===== src/sv/rlcg_pkg.sv =====
// Package for the ranged LCG burst generator: shared constants, codes and types.
// Has no dependencies; every other file of the block imports it.
package rlcg_pkg;

   localparam int VALUE_W    = 32;
   localparam int BURST_W    = 7;
   localparam int CSR_IDX_W  = 2;
   localparam int CSR_DATA_W = 32;
   localparam int PROD_W     = 2 * VALUE_W;

   localparam logic [VALUE_W-1:0] LCG_MUL     = 32'd2891336453;
   localparam logic [VALUE_W-1:0] LCG_ADD     = 32'd1500450271;
   localparam logic [VALUE_W-1:0] STATE_RESET = 32'd2076571060;
   localparam logic [VALUE_W-1:0] STATE_MASK  = 32'h7FFF_FFFF;

   // Command codes carried by the request channel.
   localparam logic CMD_GENERATE = 1'b0;
   localparam logic CMD_SEED     = 1'b1;

   // Configuration register indexes.
   localparam logic [CSR_IDX_W-1:0] CSR_RANGE_LOW    = 2'd0;
   localparam logic [CSR_IDX_W-1:0] CSR_RANGE_HIGH   = 2'd1;
   localparam logic [CSR_IDX_W-1:0] CSR_BURST_COUNT  = 2'd2;
   localparam logic [CSR_IDX_W-1:0] CSR_ROUND_TO_INT = 2'd3;

   // Range settings after ordering, as seen by the sequencer.
   typedef struct packed {
      logic signed [VALUE_W-1:0] lo;
      logic [VALUE_W-1:0]        span;
      logic                      round;
   } rlcg_cfg_type;

endpackage


===== src/sv/rlcg_req_if.sv =====
// Request channel of the ranged LCG burst generator: valid/ready plus command payload.
// Depends on rlcg_pkg.
interface rlcg_req_if;
   import rlcg_pkg::*;

   logic               valid;
   logic               ready;
   logic               command;
   logic [VALUE_W-1:0] seed_value;

   modport source (output valid, output command, output seed_value, input ready);
   modport sink (input valid, input command, input seed_value, output ready);
endinterface


===== src/sv/rlcg_rsp_if.sv =====
// Result channel of the ranged LCG burst generator: valid/ready plus value payload.
// Depends on rlcg_pkg.
interface rlcg_rsp_if;
   import rlcg_pkg::*;

   logic                      valid;
   logic                      ready;
   logic signed [VALUE_W-1:0] random_value;
   logic                      last_of_burst;

   modport source (output valid, output random_value, output last_of_burst, input ready);
   modport sink (input valid, input random_value, input last_of_burst, output ready);
endinterface


===== src/sv/rlcg_mul.sv =====
// Shared 32 x 32 unsigned multiplier with a registered 64-bit product.
// Depends on rlcg_pkg.
module rlcg_mul (
   input  logic                         clock,
   input  logic [rlcg_pkg::VALUE_W-1:0] op_a,
   input  logic [rlcg_pkg::VALUE_W-1:0] op_b,
   output logic [rlcg_pkg::PROD_W-1:0]  prod
);
   import rlcg_pkg::*;

   logic [PROD_W-1:0] prod_ff;

   always_ff @(posedge clock) begin
      prod_ff <= PROD_W'(op_a) * PROD_W'(op_b);
   end

   assign prod = prod_ff;

endmodule


===== src/sv/rlcg_seq.sv =====
// Sequencer of the ranged LCG burst generator: holds the generator state, steps the
// shared multiplier through the LCG and scaling products and drives the result register.
// Depends on rlcg_pkg, rlcg_req_if and rlcg_rsp_if.
module rlcg_seq #(
   parameter int CNT_W = 7
) (
   input  logic                         clock,
   input  logic                         reset,
   input  rlcg_pkg::rlcg_cfg_type       cfg,
   input  logic [CNT_W-1:0]             burst_len,
   rlcg_req_if.sink                     req,
   rlcg_rsp_if.source                   rsp,
   output logic [rlcg_pkg::VALUE_W-1:0] mul_a,
   output logic [rlcg_pkg::VALUE_W-1:0] mul_b,
   input  logic [rlcg_pkg::PROD_W-1:0]  mul_prod
);
   import rlcg_pkg::*;

   typedef enum logic [2:0] {
      S_IDLE,
      S_LCG,
      S_ADV,
      S_SCL,
      S_FIN,
      S_WAIT
   } state_type;

   state_type                 state_ff;
   logic [VALUE_W-1:0]        gen_ff;
   logic [CNT_W-1:0]          rem_ff;
   logic                      rsp_valid_ff;
   logic signed [VALUE_W-1:0] rsp_value_ff;
   logic                      rsp_last_ff;

   logic [VALUE_W-1:0]        gen_in;
   logic [VALUE_W-1:0]        sum;
   logic [VALUE_W-1:0]        value_in;

   // The multiplier always takes the generator state; only the second operand changes.
   always_comb begin
      mul_a = gen_ff;
      mul_b = (state_ff == S_SCL) ? cfg.span : LCG_MUL;
   end

   always_comb begin
      gen_in = (mul_prod[VALUE_W-1:0] + LCG_ADD) & STATE_MASK;
      sum    = cfg.lo + mul_prod[PROD_W-2:VALUE_W-1];
      // With round set, truncation toward zero: a negative value with a fraction moves up one whole step.
      if (!cfg.round) begin
         value_in = sum;
      end else if (!sum[VALUE_W-1] || (sum[15:0] == 16'd0)) begin
         value_in = {sum[VALUE_W-1:16], 16'd0};
      end else begin
         value_in = {sum[VALUE_W-1:16] + 16'd1, 16'd0};
      end
   end

   always_ff @(posedge clock) begin
      if (reset) begin
         state_ff     <= S_IDLE;
         gen_ff       <= STATE_RESET;
         rem_ff       <= '0;
         rsp_valid_ff <= 1'b0;
      end else begin
         unique case (state_ff)
            S_IDLE: begin
               if (req.valid) begin
                  if (req.command == CMD_SEED) begin
                     gen_ff <= req.seed_value;
                  end else begin
                     rem_ff   <= burst_len;
                     state_ff <= S_LCG;
                  end
               end
            end
            S_LCG: begin
               state_ff <= S_ADV;
            end
            S_ADV: begin
               gen_ff   <= gen_in;
               state_ff <= S_SCL;
            end
            S_SCL: begin
               state_ff <= S_FIN;
            end
            S_FIN: begin
               rsp_value_ff <= value_in;
               rsp_last_ff  <= (rem_ff == CNT_W'(1));
               rsp_valid_ff <= 1'b1;
               state_ff     <= S_WAIT;
            end
            S_WAIT: begin
               if (rsp.ready) begin
                  rsp_valid_ff <= 1'b0;
                  rem_ff       <= rem_ff - CNT_W'(1);
                  state_ff     <= rsp_last_ff ? S_IDLE : S_LCG;
               end
            end
            default: begin
               state_ff <= S_IDLE;
            end
         endcase
      end
   end

   assign req.ready         = (state_ff == S_IDLE);
   assign rsp.valid         = rsp_valid_ff;
   assign rsp.random_value  = rsp_value_ff;
   assign rsp.last_of_burst = rsp_last_ff;

`ifndef SYNTHESIS
   a_no_req_while_rsp : assert property (@(posedge clock) disable iff (reset)
      rsp.valid |-> !req.ready)
      else $error("request accepted while a result is pending");

   a_generate_starts : assert property (@(posedge clock) disable iff (reset)
      (req.valid && req.ready && (req.command == CMD_GENERATE)) |=> !req.ready)
      else $error("generate command did not start a burst");

   a_last_ends_burst : assert property (@(posedge clock) disable iff (reset)
      (rsp.valid && rsp.ready && rsp.last_of_burst) |=> req.ready)
      else $error("block not idle after the last transfer of a burst");

   a_state_masked : assert property (@(posedge clock) disable iff (reset)
      (state_ff == S_SCL) |-> !gen_ff[VALUE_W-1])
      else $error("generator state not masked to 31 bits before scaling");

   a_round_whole : assert property (@(posedge clock) disable iff (reset)
      (rsp.valid && cfg.round) |-> (rsp.random_value[15:0] == 16'd0))
      else $error("rounded value carries fraction bits");
`endif

endmodule


===== src/sv/ranged_lcg_burst_generator_top.sv =====
// Ranged LCG burst generator. A seed transfer loads the generator state and yields nothing.
// A generate transfer yields burst_count values (one for zero, MAX_BURST above it); each
// is built in S_LCG, S_ADV, S_SCL and S_FIN, after acceptance or the previous transfer,
// as the one shared multiplier is used twice per value (LCG step, then range scaling).
// The next request is accepted the cycle after the last value's transfer.
// Synchronous reset restores the CSR registers, generator state and sequencer and clears all valids.
module ranged_lcg_burst_generator_top #(
   parameter int MAX_BURST = 64
) (
   input  logic                            clock,
   input  logic                            reset,
   input  logic                            csr_we,
   input  logic [rlcg_pkg::CSR_IDX_W-1:0]  csr_index,
   input  logic [rlcg_pkg::CSR_DATA_W-1:0] csr_wdata,
   rlcg_req_if.sink                        req,
   rlcg_rsp_if.source                      rsp
);
   import rlcg_pkg::*;

   localparam int CNT_W = $clog2(MAX_BURST + 1);

   logic signed [VALUE_W-1:0] range_low_ff;
   logic signed [VALUE_W-1:0] range_high_ff;
   logic [BURST_W-1:0]        burst_count_ff;
   logic                      round_ff;

   rlcg_cfg_type              cfg_ff;
   rlcg_cfg_type              cfg_in;
   logic [CNT_W-1:0]          burst_len_in;

   logic [VALUE_W-1:0]        mul_a;
   logic [VALUE_W-1:0]        mul_b;
   logic [PROD_W-1:0]         mul_prod;

   always_ff @(posedge clock) begin
      if (reset) begin
         range_low_ff   <= '0;
         range_high_ff  <= 32'sd65536;
         burst_count_ff <= BURST_W'(1);
         round_ff       <= 1'b0;
      end else if (csr_we) begin
         unique case (csr_index)
            CSR_RANGE_LOW:    range_low_ff   <= csr_wdata;
            CSR_RANGE_HIGH:   range_high_ff  <= csr_wdata;
            CSR_BURST_COUNT:  burst_count_ff <= csr_wdata[BURST_W-1:0];
            CSR_ROUND_TO_INT: round_ff       <= csr_wdata[0];
            default: ;
         endcase
      end
   end

   // The range is put in order and registered, as it is first needed only in the scaling
   // step of a burst. The burst length is loaded at the request transfer, so it stays direct.
   always_comb begin
      if (range_low_ff > range_high_ff) begin
         cfg_in.lo   = range_high_ff;
         cfg_in.span = range_low_ff - range_high_ff;
      end else begin
         cfg_in.lo   = range_low_ff;
         cfg_in.span = range_high_ff - range_low_ff;
      end
      cfg_in.round = round_ff;

      if (burst_count_ff == '0) begin
         burst_len_in = CNT_W'(1);
      end else if (int'(burst_count_ff) > MAX_BURST) begin
         burst_len_in = CNT_W'(MAX_BURST);
      end else begin
         burst_len_in = CNT_W'(burst_count_ff);
      end
   end

   always_ff @(posedge clock) begin
      cfg_ff <= cfg_in;
   end

   rlcg_mul u_mul (
      .clock (clock),
      .op_a  (mul_a),
      .op_b  (mul_b),
      .prod  (mul_prod)
   );

   rlcg_seq #(
      .CNT_W (CNT_W)
   ) u_seq (
      .clock     (clock),
      .reset     (reset),
      .cfg       (cfg_ff),
      .burst_len (burst_len_in),
      .req       (req),
      .rsp       (rsp),
      .mul_a     (mul_a),
      .mul_b     (mul_b),
      .mul_prod  (mul_prod)
   );

endmodule

===== src/flat_wrapper.sv =====
// flat-port wrapper written by rule: the top's interface ports become plain ports
module ranged_lcg_burst_generator_top_flat import rlcg_pkg::*;
#(
   parameter int MAX_BURST = 64
)
  (clock, reset, csr_we, csr_index, csr_wdata, req_valid, req_command, req_seed_value, req_ready, rsp_valid, rsp_random_value, rsp_last_of_burst, rsp_ready);
  rlcg_req_if req_i ();
  rlcg_rsp_if rsp_i ();
  input  logic clock;
  input  logic reset;
  input  logic csr_we;
  input  logic [rlcg_pkg::CSR_IDX_W-1:0] csr_index;
  input  logic [rlcg_pkg::CSR_DATA_W-1:0] csr_wdata;
  input wire logic [$bits(req_i.valid)-1:0] req_valid;
  input wire logic [$bits(req_i.command)-1:0] req_command;
  input wire logic [$bits(req_i.seed_value)-1:0] req_seed_value;
  output wire logic [$bits(req_i.ready)-1:0] req_ready;
  output wire logic [$bits(rsp_i.valid)-1:0] rsp_valid;
  output wire logic [$bits(rsp_i.random_value)-1:0] rsp_random_value;
  output wire logic [$bits(rsp_i.last_of_burst)-1:0] rsp_last_of_burst;
  input wire logic [$bits(rsp_i.ready)-1:0] rsp_ready;
  assign req_i.valid = req_valid;
  assign req_i.command = req_command;
  assign req_i.seed_value = req_seed_value;
  assign req_ready = req_i.ready;
  assign rsp_valid = rsp_i.valid;
  assign rsp_random_value = rsp_i.random_value;
  assign rsp_last_of_burst = rsp_i.last_of_burst;
  assign rsp_i.ready = rsp_ready;
  ranged_lcg_burst_generator_top #(.MAX_BURST(MAX_BURST)) u_core (.clock(clock), .reset(reset), .csr_we(csr_we), .csr_index(csr_index), .csr_wdata(csr_wdata), .req(req_i), .rsp(rsp_i));
endmodule

===== config.mk =====
export PLATFORM = sky130hd
export DESIGN_NAME = ranged_lcg_burst_generator_top_flat
export DESIGN_NICKNAME = d
export VERILOG_FILES = /design/src/sv/rlcg_pkg.sv /design/src/sv/rlcg_req_if.sv /design/src/sv/rlcg_rsp_if.sv /design/src/sv/rlcg_mul.sv /design/src/sv/rlcg_seq.sv /design/src/sv/ranged_lcg_burst_generator_top.sv /design/src/flat_wrapper.sv
export SDC_FILE = /design/constraint.sdc
export NUM_CORES = 2
export LEC_CHECK = 0
export ABC_AREA = 1
export BUFFER_PORTS_ARGS = -buffer_cell sky130_fd_sc_hd__buf_2
export CORE_MARGIN = 8
export CORE_UTILIZATION = 40
export CTS_BUF_LIST = sky130_fd_sc_hd__clkbuf_2
export DETAILED_ROUTE_END_ITERATION = 8
export PLACE_DENSITY = 0.57
export SLEW_MARGIN = 20
export SYNTH_ARGS = -nofsm -noshare
export SYNTH_HDL_FRONTEND = slang
export SYNTH_SLANG_ARGS = --single-unit

===== constraint.sdc =====
create_clock -name clock -period 8.1 [get_ports clock]
set_input_delay 1.215 -clock clock [delete_from_list [all_inputs] [get_ports clock]]
set_output_delay 1.215 -clock clock [all_outputs]
set_load 0.05 [all_outputs]

==> results.md <==
- Layout cells sized above 1: 0.0854
- Total number of vias: 42141
- Status: finished clean
- Post-Syn Area: 48500 µm²
- Worst slew margin: 0.326
- Final Critical Period: 7.88 ns
- Antenna Nets Post-Route: 0
- Yosys reg bits: 276
- Clk_skew: 0.0995 ns
- Worst hold slack: 0.253 ns
- Syn Inst Count: 6254
- Final Hold Vio Count: 0
- Die width: 364 µm
- Initial Util: 0.404
- Max stage delay on crit path: 0.55 ns
- CTS Sinks: 276
- Residual DRC: 0
- Final core utilization: 0.442
- Setup-failing EPs final: 0
- Vias per inst: 5.19
- Grt total ovfl: 0
- Clk slew on worst S/H paths: 0.12 ns
- WP data required: 9.23 ns
- Worst path slowest cell: fa_1
- Post-synth cell types: 53
- CTS Buffer Depth: 3
- Io pins: 107
- First-pass GRT wire length: 276000 µm
- Most frequent CP cell: fa_1
- Die ar.: 133000 µm²
- DR WL/cell: 22.7 µm
- Final Non-Filler Cells: 8116
- TritonCTS clock tree: yes
- Routed WL: 184000 µm
- Die Height: 364 µm
- Initial antenna violation count: 6
- Startpoint types: flip-flop
- Fin nets: 7768
- CP Capture Type: flip-flop
- Initial DRC Count: 3246
- Seq/Total Area, Yosys: 0.121
- Worst-path maximum fanout: 16
- Maxcap violations: 0
- Worst hold path class: primary input to flip-flop
- Total GRT Usage: 0.278
- H-tree levels: 3
- CTS buffer count: 80
- Crit Path Class: flip-flop to flip-flop
- RePlAce Congestion: 0.989
- # placed instances: 7965
- Final Cycle Share: 0.973
- Synthesized Nets: 7579
- Vias in the first global route: 43610
- FP Rows: 127
- RSZ-0062 raised after global routing: no
- Clock insertion delay at the later pin of the skew report: 1.26 ns
- Worst Path Arrival: 9.01 ns
- IO Port Bufs: 106
- First-pass DRT Iterations: 8
- Largest net degree at the start of global routing: 88
- Post-route design area: 53100 µm²
- Max Fclk: 127 MHz
- Tightest Pin Transition: 1.01 ns
- Detailed placement HPWL: 154000 µm
- Core ar.: 120000 µm²
- Layout area overhead: 9.49%
- Clock Tree Root: clkbuf_2
- Count of final max-slew check failures: 0
- Synthesis Warnings: 0
- DP Area: 52100 µm²
- Avg Cell Area, Syn: 7.76 µm²
synth_stat cells (all sizes together):
| master | count | area share |
|---|---|---|
| nand2 | 1155 | 0.090 |
| or2 | 4 | 0.00052 |
| nor3b | 1 | 0.00026 |
| a211oi | 11 | 0.0017 |
| o211ai | 28 | 0.0043 |
| edfxtp | 33 | 0.020 |
| nor4 | 7 | 0.00090 |
| o2111ai | 1 | 0.00018 |
| o21a | 10 | 0.0015 |
| a21o | 26 | 0.0040 |
| and3 | 3 | 0.00039 |
| o311ai | 1 | 0.00018 |
| nand3b | 7 | 0.0011 |
| o21bai | 22 | 0.0034 |
| nand4 | 30 | 0.0039 |
| nand2b | 1 | 0.00013 |
| o21ai | 272 | 0.028 |
| xnor2 | 45 | 0.0081 |
| and2 | 2 | 0.00026 |
| ha | 355 | 0.092 |
| a31o | 1 | 0.00018 |
| nor3 | 26 | 0.0027 |
| clkbuf | 211 | 0.017 |
| fa | 898 | 0.37 |
| a21oi | 293 | 0.030 |
| buf | 41 | 0.0048 |
| a31oi | 34 | 0.0044 |
| a21boi | 5 | 0.00077 |
| nand3 | 127 | 0.013 |
| dfxtp | 243 | 0.10 |
| inv | 1290 | 0.10 |
| xor2 | 95 | 0.017 |
| clkinv | 23 | 0.0018 |
| o32ai | 1 | 0.00018 |
| o22ai | 1 | 0.00013 |
| o31ai | 3 | 0.00046 |
| a221oi | 8 | 0.0014 |
| nor2 | 930 | 0.073 |
| o221ai | 10 | 0.0018 |
worst max-delay path: cells and delay by family (launching register included):
kind | cells | cell delay (ns)
compound gates | 6 | 1.59
xor+xnor | 1 | 0.21
fa+ha+maj | 9 | 4.14
buf+inv | 5 | 0.73
flops | 1 | 0.39
simple gates | 5 | 0.74
state kept, by name, summed over array words and instances, names as in the netlist:
| signal | count |
|---|---|
| u_core.u_seq.rsp.valid | 1 |
| u_core.u_seq.state_ff | 3 |
| u_core.u_seq.mul_a | 32 |
| u_core.u_seq.rsp.random_value | 32 |
| u_core.round_ff | 1 |
| u_core.burst_count_ff | 7 |
| u_core.u_seq.rsp.last_of_burst | 1 |
| u_core.u_seq.rem_ff | 7 |
| u_core.range_low_ff | 32 |
| u_core.range_high_ff | 32 |
| u_core.cfg_ff | 65 |
| u_core.u_mul.prod | 63 |
placed cells by master, fill, tap and decap left out, types with 5 or more instances in the layout:
cell type,count
nor3_1,25
clkinv_2,7
nor4_1,7
nor2_1,910
xnor2_1,42
nand3b_1,7
o21a_1,10
nand2_2,11
a21oi_1,287
ha_2,6
a221oi_1,8
edfxtp_1,33
o21bai_1,22
ha_1,349
o221ai_1,10
buf_2,106
nor2_4,5
nand2_1,1143
clkinvlp_4,7
clkinv_1,42
o211ai_1,28
nor2_2,15
xor2_1,94
fa_1,898
a31oi_1,33
nand3_1,126
o21ai_1,43
inv_1,1276
buf_12,21
dfxtp_1,242
a211oi_1,11
nand4_1,30
a21o_1,26
clkbuf_2,104
inv_2,8
o21ai_0,227
buf_4,226
a21oi_2,6
final cells by class:
cell class	instances	area, µm²
multi-input cells	4413	36800
diodes	3	7.51
inverters	1313	4960
clock buffers	104	520
clock inverters	36	199
repair buffers	359	2730
fillers	12521	67000
well taps	1612	2020
flip-flops and latches	276	5860
logic make-up after synthesis:
logic type                 count (synthesis)  synth area share
xor gates and xnor gates                 140            0.0253
and+or+nand+nor                         2293             0.186
buffers and inverters                   1565             0.123
AOI/OAI and AO/OA                        727            0.0833
DFF                                      276             0.121
adders and majority gates               1253             0.462
metrics by stage:
| step | worst slack, ns | TNS [ns] |
|---|---|---|
| after floorplan | 0.663 | 0 |
| after global placement | -0.236 | -1.51 |
| after detailed placement | -0.0919 | -0.539 |
| after CTS | 0.00956 | 0 |
| after global routing | 0.00661 | 0 |
| final | 0.218 | 0 |
timing repair:
| action | 4_1_cts | 5_1_grt |
|---|---|---|
| cloned | 0 | 1 |
| pin swaps | 0 | 5 |
| endpoints found under the setup margin | 10 | 38 |
| hold buffers | 1 | 0 |
| resized for setup | 5 | 46 |
| endpoints found under the hold margin | 1 | 0 |
| setup buffers | 0 | 6 |
path summary, 6_finish.rpt:
kind / startpoint / end / slack (ns) / depth (start not counted)
max: u_core.u_seq.state_ff[0] / u_core.u_mul.prod[58] / 0.22 / 26
min: csr_wdata[31] / u_core.range_low_ff[31] / 0.25 / 3
max reg2reg: u_core.u_seq.state_ff[0] / u_core.u_mul.prod[58] / 0.22 / 26
min reg2reg: u_core.round_ff / u_core.cfg_ff[0] / 0.37 / 0
per-layer routing:
metal | global-route usage | vias to the layer above | routed length, µm
li1 | - | 19176 | -
met1 | 0.348 | 20897 | 73000
met2 | 0.464 | 1632 | 86800
met3 | 0.0505 | 432 | 13700
met4 | 0.135 | 4 | 10700
met5 | 0 | - | 26
Power is not shown: default switching activity piles up to over one toggle a cycle in this logic, so the estimate is an artifact.
